===== src/rtl/tli_pkg.sv =====
package tli_pkg;

    localparam int DEPTH_DEF = 64;
    localparam int WORD_W    = 32;
    localparam int QDEPTH    = 4;
    localparam int QAW       = $clog2(QDEPTH);

    localparam logic       CMD_LOAD  = 1'b0;
    localparam logic       CMD_START = 1'b1;
    localparam logic [1:0] SEL_ONE   = 2'd0;
    localparam logic [1:0] SEL_TWO   = 2'd1;
    localparam logic [1:0] SEL_THREE = 2'd2;

    typedef enum logic [2:0] {
        OP_LOAD1,
        OP_LOAD2,
        OP_LOAD3,
        OP_DROP,
        OP_START
    } t_op;

    typedef struct packed {
        t_op               op;
        logic [WORD_W-1:0] value;
    } t_qent;

    typedef enum logic [3:0] {
        ST_IDLE,
        ST_RD3,
        ST_CAP3,
        ST_RD1,
        ST_CMP1,
        ST_RD2,
        ST_CMP2,
        ST_MATCH,
        ST_NEXT,
        ST_FINISH
    } t_state;

endpackage


===== src/rtl/tli_front.sv =====
module tli_front import tli_pkg::*; (
    input  logic              i_clk,
    input  logic              i_rst_n,
    input  logic              i_in_valid,
    output logic              o_in_ready,
    input  logic              i_cmd,
    input  logic [1:0]        i_list_sel,
    input  logic [WORD_W-1:0] i_elem_value,
    input  logic              i_pop,
    output logic              o_q_valid,
    output t_qent             o_q_ent
);

    t_qent          ent;
    t_qent          r_q [QDEPTH];
    logic [QAW-1:0] r_wptr;
    logic [QAW-1:0] r_rptr;
    logic [QAW:0]   r_cnt;
    logic           push;
    logic           pop;

    always_comb begin
        ent.value = i_elem_value;
        ent.op    = OP_DROP;
        if (i_cmd == CMD_START) begin
            ent.op = OP_START;
        end else begin
            unique case (i_list_sel)
                SEL_ONE:   ent.op = OP_LOAD1;
                SEL_TWO:   ent.op = OP_LOAD2;
                SEL_THREE: ent.op = OP_LOAD3;
                default:   ent.op = OP_DROP;
            endcase
        end
    end

    assign o_in_ready = (r_cnt != (QAW+1)'(QDEPTH));
    assign o_q_valid  = (r_cnt != '0);
    assign o_q_ent    = r_q[r_rptr];
    assign push       = i_in_valid && o_in_ready;
    assign pop        = i_pop && o_q_valid;

    always_ff @(posedge i_clk) begin
        if (push) begin
            r_q[r_wptr] <= ent;
        end
    end

    always_ff @(posedge i_clk) begin
        if (!i_rst_n) begin
            r_wptr <= '0;
            r_rptr <= '0;
            r_cnt  <= '0;
        end else begin
            if (push) begin
                r_wptr <= r_wptr + 1'b1;
            end
            if (pop) begin
                r_rptr <= r_rptr + 1'b1;
            end
            if (push && !pop) begin
                r_cnt <= r_cnt + 1'b1;
            end else if (pop && !push) begin
                r_cnt <= r_cnt - 1'b1;
            end
        end
    end

endmodule


===== config.mk =====
export PLATFORM = sky130hd
export DESIGN_NAME = tli_front
export DESIGN_NICKNAME = d
export VERILOG_FILES = /design/src/rtl/tli_pkg.sv /design/src/rtl/tli_front.sv
export SDC_FILE = /design/constraint.sdc
export NUM_CORES = 1
export LEC_CHECK = 0
export BUFFER_PORTS_ARGS = -buffer_cell sky130_fd_sc_hd__buf_2
export CORE_ASPECT_RATIO = 1.2
export CORE_UTILIZATION = 40
export DETAILED_ROUTE_END_ITERATION = 8
export REMOVE_ABC_BUFFERS = 1
export SLEW_MARGIN = 20
export SYNTH_ARGS = -nofsm -noshare
export SYNTH_HDL_FRONTEND = slang
export SYNTH_SLANG_ARGS = --single-unit
export TNS_END_PERCENT = 50

===== constraint.sdc =====
create_clock -name i_clk -period 3.3 [get_ports i_clk]
set_clock_uncertainty 0.15 [all_clocks]
set_input_delay 0.165 -clock i_clk [delete_from_list [all_inputs] [get_ports i_clk]]
set_output_delay 0.165 -clock i_clk [all_outputs]
set_load 0.01 [all_outputs]

# Yosys cells after proc, flatten, opt, wreduce, memory -nomap -nowiden
# Memories as Yosys holds them, arrays and structs flattened. A register that Yosys moved wholly into a read port is not among the register bits.
# Cells that the tools add are included.
[classes]
reduce_logical = 9
eq_ne = 3
n_addsub = 4
mux = 8
[op_table]
columns = ["cell", "n"]
rows = [
  ["2-to-1 mux 3 bit", 3],
  ["one-hot mux 2 bit (3 select lines)", 1],
  ["adder 2 x 1 -> 2 bit, second input constant", 2],
  ["logical AND 1 bit", 4],
  ["2-to-1 mux 2 bit", 2],
  ["adder 3 x 1 -> 3 bit, second input constant", 1],
  ["!= test 3 bit, second input constant", 1],
  ["nonzero test 3 bit", 1],
  ["subtractor 3 x 1 -> 3 bit, second input constant", 1],
  ["== test 2 x 1 -> 1 bit, second input constant", 1],
  ["== test 2 bit, second input constant", 1],
  ["logical NOT 1 bit", 2],
  ["logical NOT 2 bit", 1],
  ["2-to-1 mux 1 bit", 2],
  ["nonzero test 2 bit", 1],
]
[totals]
input_bits = 39
register_bits = 7
ram_bits = 140
out_inout_bits = 37
mem_count = 1
elab_cells = 28
[memory_table]
columns = ["name", "depth", "width", "read_ports", "rd_clocked_by_memory_dff", "write_ports", "line_no", "rtl"]
rows = [
  ["r_q", 4, 35, 1, 1, 1, "tli_front.sv:15", "t_qent r_q [QDEPTH];"],
]

# Longest topological paths before layout
# Gate-level depths: netlist of run 1.
[depth]
depth_word = 6
mapped_depth = 8
mapped_depth_nobuf = 8

# Least setup slack after synthesis of run 1
# Ideal clock, no wire load.
[synth_path]
kind = "flip-flop to flip-flop"
from = "register r_cnt[0]"
to = "memory r_q[0][0] (netlist name) (enable)"
synth_period_minus_slack_ns = 2.300
path_slack_ns = 1.000
arrival_time_ns = 1.755
path_stages_with_launch = 4
path_cell_list = "dfxtp_1 -> nor2_1 -> a21boi_2 -> and2_1"
[synth_between]
elab_chain_cells = 4
[synth_lines]
columns = ["element", "line_no", "rtl"]
rows = [
  ["start: declaration", "tli_front.sv:18", "logic [QAW:0] r_cnt;"],
  ["start signal: assignment", "tli_front.sv:62", "r_cnt <= r_cnt + 1'b1;"],
  ["start signal: assignment", "tli_front.sv:64", "r_cnt <= r_cnt - 1'b1;"],
  ["!= test 3 bit", "tli_front.sv:37", "assign o_in_ready = (r_cnt != (QAW+1)'(QDEPTH));"],
  ["logical AND 1 bit", "tli_front.sv:40", "assign push = i_in_valid && o_in_ready;"],
  ["via push", "tli_front.sv:19", "logic push;"],
  ["2-to-1 mux 1 bit", "tli_front.sv:44", "if (push) begin"],
  ["2-to-1 mux 1 bit (not written as such)", "tli_front.sv:45", "r_q[r_wptr] <= ent;"],
  ["end: declaration", "tli_front.sv:15", ""],
]
# The timed path passes the listed nets, and every way through them passes these cells.

# Worst setup path in the final report of run 1
[layout_path]
from = "register r_cnt[0]"
to = "register r_cnt[2]"
[layout_between]
elab_chain_cells = 5
[layout_lines]
columns = ["element", "line_no", "rtl"]
rows = [
  ["!= test 3 bit (*)", "tli_front.sv:37", ""],
  ["logical AND 1 bit (*)", "tli_front.sv:40", ""],
  ["via push", "tli_front.sv:19", ""],
  ["logical NOT 1 bit", "tli_front.sv:63", "end else if (pop && !push) begin"],
  ["logical AND 1 bit", "tli_front.sv:63", ""],
  ["nonzero test 2 bit (no source line)", "--", ""],
]
# The timed path passes the listed nets; every way through them passes the cells marked *. The select of a mux whose other input is x is not followed.
# A chain may end at the register's enable or synchronous reset.

==> results of run 1 <==
## cells by family after synthesis
group,after synthesis
simple gates,19
buf+inv,12
flops,149
compound gates,5
mux,38
fa+ha+maj,6
xor+xnor,4
## where the power goes
| group | switching [mW] | internal (mW) |
|---|---|---|
| Sequential | 0.113 | 2.30 |
| Combinational | 0.584 | 0.624 |
| Clock | 0.709 | 1.14 |
## state kept, by name, summed over array words and instances (netlist names), named ones only
register  cells
r_rptr        2
r_cnt         3
r_wptr        2
r_q         140
## cell type report
type	count	area share [%]
clock buffer	21	6.33
clock inverter	11	1.79
inverter	3	0.158
multi-input combinational	72	15.8
sequential	149	61.6
tap	171	3.00
timing repair buffer	116	11.3
## cells in the mapped netlist
master      n
o311ai_2    1
dfxtp_1     9
xor2_1      1
o31ai_4     1
nand2_1     5
edfxtp_1  140
clkbuf_1    1
xnor2_1     3
buf_12      3
clkbuf_2    1
inv_1       3
or3_1       2
ha_1        5
o21ai_0     1
nor2b_1     3
buf_2       3
mux4_1      5
fa_1        1
buf_6       1
a21boi_0    1
mux4_2     30
a21boi_2    1
and2_1      8
nor2_1      1
mux2i_1     3
## repair_timing
item,in CTS,in global routing
setup buffers,0,0
endpoints found under the hold margin,141,0
hold buffers,34,0
## cell usage in the layout (no fill, tap or decap)
master / n
bufinv_16: 2
clkbuf_1: 3
clkbuf_8: 1
a21boi_0: 1
nor2b_1: 3
dfxtp_1: 7
fa_1: 1
and2_2: 4
a21boi_2: 1
o21ai_0: 1
nand2_1: 5
clkinvlp_4: 3
clkinv_4: 3
mux4_2: 30
inv_1: 3
o31ai_4: 1
buf_4: 4
edfxtp_1: 140
or3_1: 2
and2_1: 4
buf_12: 3
mux4_1: 5
ha_1: 5
mux2i_1: 3
clkinv_2: 2
inv_6: 1
nor2_1: 1
dlygate4sd3_1: 34
o311ai_2: 1
xor2_1: 1
clkbuf_16: 17
dfxtp_2: 2
xnor2_1: 3
buf_2: 75
## stage by stage
stage	instance area, um^2	hold WS (ns)	utilization, %	cells	worst slack [ns]
3_5_place_dp	6200	0.237	45.1	477	0.823
6_report	7120	0.0260	51.7	543	0.826
2_1_floorplan	5520	0.114	-	224	0.722
4_1_cts	7120	0.0117	51.7	543	0.806
5_1_grt	7120	0.0169	51.7	543	0.614
3_3_place_gp	6200	0.231	45.1	477	0.886
## metal layers
layer	track usage, %	vias to the layer above
li1	-	1222
met1	19.0	1383
met2	24.7	59
met3	4.50	10
met4	5.26	0
met5	0	-
## worst max-delay path by stage
stage | startpoint | end | slack [ns] | cells past startpoint
after CTS | r_cnt[0]$_SDFFE_PN0P_ | r_cnt[2]$_SDFFE_PN0P_ | 0.81 | 8
after floorplan | flop | o_q_ent[28] | 0.72 | 1
final | r_cnt[0]$_SDFFE_PN0P_ | r_cnt[2]$_SDFFE_PN0P_ | 0.83 | 8
after global placement | r_cnt[0]$_SDFFE_PN0P_ | r_cnt[2]$_SDFFE_PN0P_ | 0.89 | 8
after detailed placement | r_cnt[0]$_SDFFE_PN0P_ | r_cnt[2]$_SDFFE_PN0P_ | 0.82 | 8
after global routing | r_cnt[0]$_SDFFE_PN0P_ | r_cnt[2]$_SDFFE_PN0P_ | 0.61 | 8
## worst max-delay path, cell delays in order, from the launching register on
cell and delay [ns]:
dfxtp_1 0.50, nor2_1 0.13, a21boi_2 0.31, ha_1 0.25, inv_1 0.06, fa_1 0.37
xor2_1 0.18, or3_1 0.30, a21boi_0 0.15
==> metrics.cfg, run 1 <==
[yosys]
yosysSeqAreaShare_pct = 78.1
synth_area_um2 = 5610
synth_top_cell_by_area = edfxtp_1
synthXorXnorAreaFrac_pct = 0.624
synth_area_per_cell_um2 = 24.1
synthCells = 233
synth-seq-cells = 149
synth_mux_area_share_pct = 14.9
synth_compound_area_share_pct = 1.09
ys_warn_count = 0
synth_top_area_share_pct = 74.9
synth_top_family_by_area = multiplexers
synthAdderAreaFrac_pct = 1.47
netlist-cell-type-count = 25
ys_top_cells_by_area = edfxtp_1 75%, mux4_2 12%, dfxtp_1 3.2%, mux4_1 2.3%, ha_1 1.1%
synth-simple-area-share_pct = 1.85

[floorplan]
fp.dieH_um = 132
rows = 47
coreArea_um2 = 13800
initial_core_util_pct = 40.8
io_pins = 76
dieArea_um2 = 14500
fp.dieW_um = 110

[grt]
gr-total-overflow = 0
antenna_found_initial = 0
grt_max_degree = 36
grt_pass1_wl_mm = 15.5
grt_pass1_vias = 2899
grtUsageTotal_pct = 15.1

[timing]
slew_viol_final = 0
period_share_pct = 75.0
setup-tns-final_ns = 0
tightestPinTransition_ns = 0.991
finalCriticalPeriod_ns = 2.47
hold_viol = 0
fmax_mhz = 404
setup_viol = 0
rsz0062_at_grt = false
relSlewSlack_pct = 34.0

[place]
hpwl_mm = 5.99
io_buffers = 75
place_congestion = 0.748

[detailed_routing]
met2_length_mm = 5.11
top_layer = met4
drtAntennaViolNets = 0
via_per_inst = 4.92
wl_per_cell_um = 18.3
first_pass_iters = 4
drc = 0
wl_met1_mm = 4.30
drt_iter0_drc = 107
vias = 2674
routed_wl_mm = 9.92
met3_length_um = 395

[setup_path]
path_class = reg2reg
endpoint_kind = flop
path_max_fanout = 7
timing.rr.start = r_cnt[0]$_SDFFE_PN0P_
r2r_slack_ns = 0.83
worstPathRequired_ns = 3.49
start_kind = flop
r2r-end = r_cnt[2]$_SDFFE_PN0P_
ff2ff_path_depth = 8
worst_ep_arrival_time_ns = 2.66

[run_status]
status = finished, final reports clean

[clocking]
clock_latency_ns = 0.41
cts_resized = 0
cts-root-buf = clkbuf_16
cts.htree.levels = 4
cts.sinks = 149
clkTransAtPathRegs_ns = 0.06
cts_buffers = 17
cts_tree = yes
cts_buffer_depth = 2

[layout]
register_area_um2 = 4390
nets = 404
insertedDiodeCount = 0
synthToLayoutAreaGrowth_pct = 26.9
n_fill_cell = 1118
multiInputGateArea_um2 = 1120
drive_gt1_share_pct = 40.3

[worst_hold_path]
min_to = r_q[2][33]$_DFFE_PP_
holdPathStages = 2
hold_path.class = in2reg
worstHoldStart = i_list_sel[1]

[power_and_ir_drop]
total_power_mw = 5.47
power_density_nw_per_um2 = 768
peakVddDrop_uv = 457
p_leak_nw = 2.46

[run]
maxCapViolations = 0

No activity file was read; power rests on OpenSTA's default activity.
==> run 2: changes to the inputs <==
- clock period: 3.3 -> 2.59 ns (I/O delays scaled with it)
==> run 2 against run 1 <==
Effect of this change: power rose by 30%; die area is the same; register-to-register slack lost 0.66 ns; cell count rose by 1.1%; combinational power increased by 32%.
==> metrics.cfg, run 2 (synthesis results as in run 1) <==
[timing]
relSlewSlack_pct = 62.9  ; was 34.0%
period_share_pct = 93.4  ; was 75.0%
fmax_mhz = 413  ; was 404 MHz
setup_viol = 0  ; unchanged
slew_viol_final = 0  ; unchanged
setup-tns-final_ns = 0  ; unchanged
finalCriticalPeriod_ns = 2.42  ; was 2.47 ns
tightestPinTransition_ns = 0.556  ; was 0.991 ns
rsz0062_at_grt = false  ; unchanged
hold_viol = 0  ; unchanged

[clocking]
cts-root-buf = clkbuf_16  ; unchanged
cts_buffers = 17  ; unchanged
clock_latency_ns = 0.41  ; about the same
clkTransAtPathRegs_ns = 0.06  ; about the same
cts.sinks = 149  ; unchanged
cts_buffer_depth = 2  ; unchanged
cts_tree = yes  ; unchanged
cts.htree.levels = 4  ; unchanged
cts_resized = 0  ; unchanged

[setup_path]
ff2ff_path_depth = 8  ; unchanged
crit_buf_inv = 1  ; unchanged
r2r-end = r_cnt[2]$_SDFFE_PN0P_  ; unchanged
worstPathRequired_ns = 2.76  ; was 3.49 ns
crit_chain = nor2_1 > a21boi_2 > ha_1 > inv_1 > fa_1 > xor2_1 > or3_1 > a21boi_0  ; unchanged
path_class = reg2reg  ; unchanged
endpoint_kind = flop  ; unchanged
path_max_fanout = 6  ; was 7
worst_ep_arrival_time_ns = 2.59  ; was 2.66 ns
cpMaxStageDelayCell = dfxtp_1  ; unchanged
start_kind = flop  ; unchanged
r2r_slack_ns = 0.17  ; was 0.83 ns
cp_top_family = adder cells  ; unchanged
timing.rr.start = r_cnt[0]$_SDFFE_PN0P_  ; unchanged
crit_path_max_incr_delay_ns = 0.51  ; was 0.50 ns

[floorplan]
rows = 47  ; unchanged
initial_core_util_pct = 40.8  ; unchanged
fp.dieH_um = 132  ; unchanged
fp.dieW_um = 110  ; unchanged
coreArea_um2 = 13800  ; unchanged
dieArea_um2 = 14500  ; unchanged
io_pins = 76  ; unchanged

[layout]
insertedDiodeCount = 0  ; unchanged
drive_gt1_share_pct = 40.2  ; was 40.3%
nets = 411  ; was 404
final_cell_mix = 140 x edfxtp_1, 75 x buf_2, 35 x dlygate4sd3_1  ; was 140 x edfxtp_1, 75 x buf_2, 34 x dlygate4sd3_1
synthToLayoutAreaGrowth_pct = 29.3  ; was 26.9%
top_register = r_q  ; unchanged
register_area_um2 = 4390  ; unchanged
largest_register_ffs = 140  ; unchanged
n_fill_cell = 1117  ; was 1118
layout_commonest_cell = edfxtp_1  ; unchanged
multiInputGateArea_um2 = 1120  ; unchanged
top_regs = r_q x140, r_cnt x3  ; unchanged
final_util_pct = 52.7  ; was 51.7%

[grt]
grt_max_degree = 28  ; was 36
gr-total-overflow = 0  ; unchanged
grtUsageTotal_pct = 14.9  ; was 15.1%
grt_pass1_vias = 2917  ; was 2899
grt_pass1_wl_mm = 15.6  ; was 15.5 mm
antenna_found_initial = 0  ; unchanged

[detailed_routing]
vias = 2706  ; was 2674
drc = 0  ; unchanged
drtAntennaViolNets = 0  ; unchanged
first_pass_iters = 4  ; unchanged
drt_iter0_drc = 157  ; was 107
wl_per_cell_um = 17.9  ; was 18.3 um
routed_wl_mm = 9.85  ; was 9.92 mm
via_per_inst = 4.93  ; was 4.92

[power_and_ir_drop]
swShare_pct = 24.7  ; was 25.7%
comb_power_share_pct = 22.5  ; was 22.1%
power_density_nw_per_um2 = 981  ; was 768 nW/um^2
switchingPower_mw = 1.76  ; was 1.41 mW
sequentialPowerShare_pct = 43.0  ; was 44.2%
p_leak_nw = 2.52  ; was 2.46 nW
p_int_mw = 5.36  ; was 4.06 mW
peakVddDrop_uv = 527  ; was 457 uV
p_clk_share_pct = 34.5  ; was 33.7%

[run_status]
status = finished, final reports clean  ; unchanged

[worst_hold_path]
min_to = r_q[1][33]$_DFFE_PP_  ; was r_q[2][33]$_DFFE_PP_
holdPathStages = 2  ; unchanged
worstHoldStart = i_list_sel[1]  ; unchanged
hold_path.class = in2reg  ; unchanged

[run]
maxCapViolations = 0  ; unchanged

[place]
place_congestion = 0.727  ; was 0.748
io_buffers = 75  ; unchanged
hpwl_mm = 6.38  ; was 5.99 mm

[run 2: through the flow]
step / instance area, um^2 / worst slack [ns] / total power [mW] / cells / hold slack [ns]
floorplan: 5520 / 0.0471 / 4.05 / 224 / 0.0784
global placement: 6310 / 0.387 / 4.68 / 483 / 0.192
detailed placement: 6310 / 0.190 / 4.72 / 483 / 0.201
CTS: 7250 / 0.163 / 7.22 / 549 / 0.000213
global route: 7250 / 0.0749 / 7.45 / 549 / 0.00373
finish: 7250 / 0.171 / 7.12 / 549 / 0.00835
[run 2: repair_timing]
item | CTS | global route
buffers inserted | 0 | 0
hold buffers | 35 | 0
hold endpoints to repair | 149 | 0
[run 2: metal layers]
metal | wire [um] | track usage, % | share of wire, % | up-vias
met2 | 5220 | 24.8 | 53 | 63
met3 | 507 | 5.39 | 5.1 | 12
met5 | 0 | 0 | 0 | -
li1 | - | - | - | 1240
met4 | 109 | 5.04 | 1.1 | 0
met1 | 4020 | 17.8 | 41 | 1391
[run 2: cell type report]
class                   count  area share (%)
flip-flops and latches    149            60.5
multi-input cells          72            15.5
repair buffers            123            12.7
clock buffers              19            5.97
well taps                 171            2.95
clock inverters            12            2.22
inverters                   3           0.155
[run 2: worst max-delay path by stage]
stage	from	end	slack [ns]	cells past startpoint
floorplan	flop	o_q_ent[28]	0.05	1
finish	r_cnt[0]$_SDFFE_PN0P_	r_cnt[2]$_SDFFE_PN0P_	0.17	8
global route	r_cnt[0]$_SDFFE_PN0P_	r_cnt[2]$_SDFFE_PN0P_	0.07	8
detailed placement	r_cnt[0]$_SDFFE_PN0P_	r_cnt[2]$_SDFFE_PN0P_	0.19	8
global placement	r_cnt[0]$_SDFFE_PN0P_	r_cnt[2]$_SDFFE_PN0P_	0.39	8
CTS	r_cnt[0]$_SDFFE_PN0P_	r_cnt[2]$_SDFFE_PN0P_	0.16	8
[run 2: worst reg2reg max path, stage by stage (launching register included)]
cell and delay [ns]:
dfxtp_1 0.51, nor2_1 0.13, a21boi_2 0.20, ha_1 0.21
inv_1 0.06, fa_1 0.38, xor2_1 0.18, or3_1 0.31
a21boi_0 0.21
[run 2: power by group through the flow]
stage                     clock, mW  sequential, mW  combinational (mW)
after floorplan                   0            3.18               0.864
after global placement            0            3.10                1.58
after detailed placement          0            3.11                1.60
after CTS                      2.51            3.07                1.65
after global routing           2.61            3.09                1.75
final                          2.45            3.06                1.60
==> run 3: changes to the inputs <==
- ABC_AREA: not set -> 1
- MAX_ROUTING_LAYER: not set -> met4
==> run 3 against run 2 <==
Effect of this change: core utilization is 0.74 points higher; die area increased by 0.88%; worst setup slack improved by 0.14 ns; sequential cell count unchanged; design area increased by 1.8%; maximum frequency up 6.0%; critical path depth decreased by 4; clock-buffer cell count stayed put; sequential power shrank 2%; worst hold slack improved by 0.31 ns; critical endpoint is now o_q_ent[33]; largest power group unchanged.
==> metrics.cfg, run 3 <==
[setup_path]
cp_top_family = buffers and inverters  ; was adder cells
worst_ep_arrival_time_ns = 2.00  ; was 2.59 ns
crit_buf_inv = 2  ; was 1
worstPathRequired_ns = 2.31  ; was 2.76 ns
path_max_fanout = 70  ; was 6
timing.rr.start = r_cnt[0]$_SDFFE_PN0P_  ; unchanged
r2r-end = r_cnt[1]$_SDFFE_PN0P_  ; was r_cnt[2]$_SDFFE_PN0P_
crit_path_max_incr_delay_ns = 0.59  ; was 0.51 ns
crit_chain = buf_4 > o21ai_0 > o22ai_1 > buf_2  ; was nor2_1 > a21boi_2 > ha_1 > inv_1 > fa_1 > xor2_1 > or3_1 > a21boi_0
endpoint_kind = output pin  ; was flop
ff2ff_path_depth = 9  ; was 8
cpMaxStageDelayCell = buf_4  ; was dfxtp_1
r2r_slack_ns = 0.45  ; was 0.17 ns
start_kind = flop  ; unchanged
path_class = reg2out  ; was reg2reg

[detailed_routing]
via_per_inst = 5.05  ; was 4.93
vias = 3612  ; was 2706
drt_iter0_drc = 241  ; was 157
drtAntennaViolNets = 0  ; unchanged
first_pass_iters = 4  ; unchanged
routed_wl_mm = 11.4  ; was 9.85 mm
wl_per_cell_um = 16.0  ; was 17.9 um
drc = 0  ; unchanged

[yosys]
netlist-cell-type-count = 21  ; was 25
synthAdderAreaFrac_pct = 1.46  ; was 1.47%
ys_top_cells_by_area = edfxtp_1 74%, nor2_1 5.7%, o21ai_0 4.5%, o22ai_1 3.9%, dfxtp_1 3.2%  ; was edfxtp_1 75%, mux4_2 12%, dfxtp_1 3.2%, mux4_1 2.3%, ha_1 1.1%
synth_top_cell_by_area = edfxtp_1  ; unchanged
synthArstFlopShare_pct = 0  ; unchanged
synth_common_cells = 140 x edfxtp_1, 86 x nor2_1, 51 x o21ai_0  ; was 140 x edfxtp_1, 30 x mux4_2, 9 x dfxtp_1
synthXorXnorAreaFrac_pct = 0.155  ; was 0.624%
synth_compound_area_share_pct = 10.4  ; was 1.09%
yosysSeqAreaShare_pct = 77.5  ; was 78.1%
synth_area_um2 = 5660  ; was 5610 um^2
synth_mux_area_share_pct = 0  ; was 14.9%
synth-edff-count = 140  ; unchanged
synth_ff_type = edfxtp_1  ; unchanged
synth-simple-area-share_pct = 7.23  ; was 1.85%
yosysMostFrequentCell = edfxtp_1  ; unchanged
ys_warn_count = 0  ; unchanged
synthCells = 410  ; was 233
synth_top_area_share_pct = 74.3  ; was 74.9%
synth_top_family_by_area = compound AO/OA/AOI/OAI gates  ; was multiplexers
synth-seq-cells = 149  ; unchanged
synth_area_per_cell_um2 = 13.8  ; was 24.1 um^2

[clocking]
cts.htree.levels = 4  ; unchanged
cts_resized = 0  ; unchanged
cts_buffer_depth = 2  ; unchanged
clock_latency_ns = 0.41  ; about the same
cts_buffers = 17  ; unchanged
cts-root-buf = clkbuf_16  ; unchanged
cts_tree = yes  ; unchanged
cts.sinks = 149  ; unchanged
clkTransAtPathRegs_ns = 0.06  ; about the same

[power_and_ir_drop]
peakVddDrop_uv = 504  ; was 527 uV
sequentialPowerShare_pct = 39.5  ; was 43.0%
comb_power_share_pct = 21.7  ; was 22.5%
p_leak_nw = 2.70  ; was 2.52 nW
switchingPower_mw = 2.05  ; was 1.76 mW
swShare_pct = 26.9  ; was 24.7%
power_density_nw_per_um2 = 1030  ; was 981 nW/um^2
p_clk_share_pct = 38.7  ; was 34.5%
p_int_mw = 5.57  ; was 5.36 mW

[layout]
nets = 576  ; was 411
final_cell_mix = 140 x edfxtp_1, 82 x nor2_1, 75 x buf_2  ; was 140 x edfxtp_1, 75 x buf_2, 35 x dlygate4sd3_1
n_fill_cell = 1140  ; was 1117
drive_gt1_share_pct = 22.8  ; was 40.2%
register_area_um2 = 4390  ; about the same
largest_register_ffs = 140  ; unchanged
top_register = r_q  ; unchanged
insertedDiodeCount = 0  ; unchanged
final_cell_count_no_fill = 715  ; was 549
layout_commonest_cell = edfxtp_1  ; unchanged
synthToLayoutAreaGrowth_pct = 30.5  ; was 29.3%
multiInputGateArea_um2 = 1120  ; about the same
top_regs = r_q x140, r_cnt x3  ; unchanged

[timing]
period_share_pct = 88.1  ; was 93.4%
slew_viol_final = 0  ; unchanged
finalCriticalPeriod_ns = 2.28  ; was 2.42 ns
holdWs_ns = 0.318  ; was 0.00835 ns
hold_viol = 0  ; unchanged
relSlewSlack_pct = 52.6  ; was 62.9%
rsz0062_at_grt = false  ; unchanged
setup_viol = 0  ; unchanged
fmax_mhz = 438  ; was 413 MHz
tightestPinTransition_ns = 0.711  ; was 0.556 ns

[grt]
grt_pass1_vias = 3591  ; was 2917
grtUsageTotal_pct = 17.0  ; was 14.9%
antenna_found_initial = 0  ; unchanged
grt_pass1_wl_mm = 18.3  ; was 15.6 mm
gr-total-overflow = 0  ; unchanged
grt_max_degree = 71  ; was 28

[worst_hold_path]
min_to = r_q[3][17]$_DFFE_PP_  ; was r_q[1][33]$_DFFE_PP_
hold_path.class = in2reg  ; unchanged
holdPathStages = 2  ; unchanged
worstHoldStart = i_elem_value[17]  ; was i_list_sel[1]

[place]
place_congestion = 0.725  ; was 0.727
io_buffers = 75  ; unchanged
hpwl_mm = 6.45  ; was 6.38 mm
dp_cells = 644  ; was 483

[floorplan]
dieArea_um2 = 14600  ; was 14500 um^2
initial_core_util_pct = 41.0  ; was 40.8%
io_pins = 76  ; unchanged
fp.dieW_um = 111  ; was 110 um
coreArea_um2 = 13800  ; about the same
rows = 47  ; unchanged
fp.dieH_um = 132  ; about the same

[run_status]
status = finished, final reports clean  ; unchanged

[run]
maxCapViolations = 0  ; unchanged

[run 3: cell types whose count changed after synthesis, moves of 8 or more]
cell	delta
inv_1	+13
buf_2	+14
and2_1	-8
mux4_2	-30
nor2_1	+85
nand2_1	+9
o21ai_1	+20
o21ai_0	+50
o22ai_1	+35
[run 3: cell type report]
| type | instances | area share, % |
|---|---|---|
| Clock buffer | 19 | 6.13 |
| Clock inverter | 13 | 3.73 |
| Inverter | 18 | 0.948 |
| Multi-Input combinational cell | 222 | 15.2 |
| Sequential cell | 149 | 59.4 |
| Tap cell | 171 | 2.90 |
| Timing Repair Buffer | 123 | 11.8 |
[run 3: worst register-to-register path, delay by kind of cell, from the launching register on]
kind                     cells  cell delay, ns
adder cells (fa/ha/maj)      2            0.63
buffers and inverters        2            0.20
AND/OR/NAND/NOR              4            0.55
AO/OA/AOI/OAI                1            0.17
flip-flops                   1            0.35
[run 3: logic make-up after synthesis]
kind of cell    count (synthesis)
fa+ha+maj                       6
buf+inv                        39
xor+xnor                        1
flops                         149
compound gates                109
simple gates                  106
[run 3: worst max-delay path by stage]
stage | startpoint | to | slack, ns | cells after the start
after CTS | flop | o_q_ent[8] | 0.26 | 4
after floorplan | r_cnt[0]$_SDFFE_PN0P_ | r_q[0][0]$_DFFE_PP_ | -0.17 | 4
final | flop | o_q_ent[33] | 0.31 | 4
after global placement | r_cnt[1]$_SDFFE_PN0P_ | r_cnt[1]$_SDFFE_PN0P_ | 0.52 | 9
after global routing | flop | o_q_ent[8] | 0.17 | 4
after detailed placement | r_cnt[0]$_SDFFE_PN0P_ | r_cnt[1]$_SDFFE_PN0P_ | 0.47 | 9
[run 3: routing by layer]
metal,wire length (um),GRT usage [%],share of wire [%],vias to the layer above
met5,0,-,0,-
met3,480,4.37,4.2,15
met4,152,7.11,1.3,0
met1,4960,20.4,43,1775
li1,-,-,-,1745
met2,5840,27.4,51,77
[run 3: through the flow]
| stage | power (mW) | cell area [um^2] | setup WS (ns) | TNS, ns | utilization (%) |
|---|---|---|---|---|---|
| finish | 7.62 | 7390 | 0.309 | 0 | 53.5 |
| global route | 7.97 | 7390 | 0.170 | 0 | 53.5 |
| CTS | 7.69 | 7390 | 0.262 | 0 | 53.5 |
| detailed placement | 4.69 | 6270 | 0.466 | 0 | 45.4 |
| global placement | 4.65 | 6270 | 0.516 | 0 | 45.4 |
| floorplan | 3.97 | 5540 | -0.172 | -24.09 | - |
[run 3: power groups by stage]
stage / logic (mW) / clock network [mW] / registers (mW)
floorplan: 0.845 / 0 / 3.13
global placement: 1.60 / 0 / 3.05
detailed placement: 1.63 / 0 / 3.06
CTS: 1.69 / 2.99 / 3.01
global route: 1.84 / 3.10 / 3.03
finish: 1.66 / 2.95 / 3.01
[run 3: repair_timing]
| item | in CTS | in global routing |
|---|---|---|
| setup buffers | 0 | 0 |
| hold endpoints to repair | 149 | 0 |
| hold buffers | 39 | 0 |
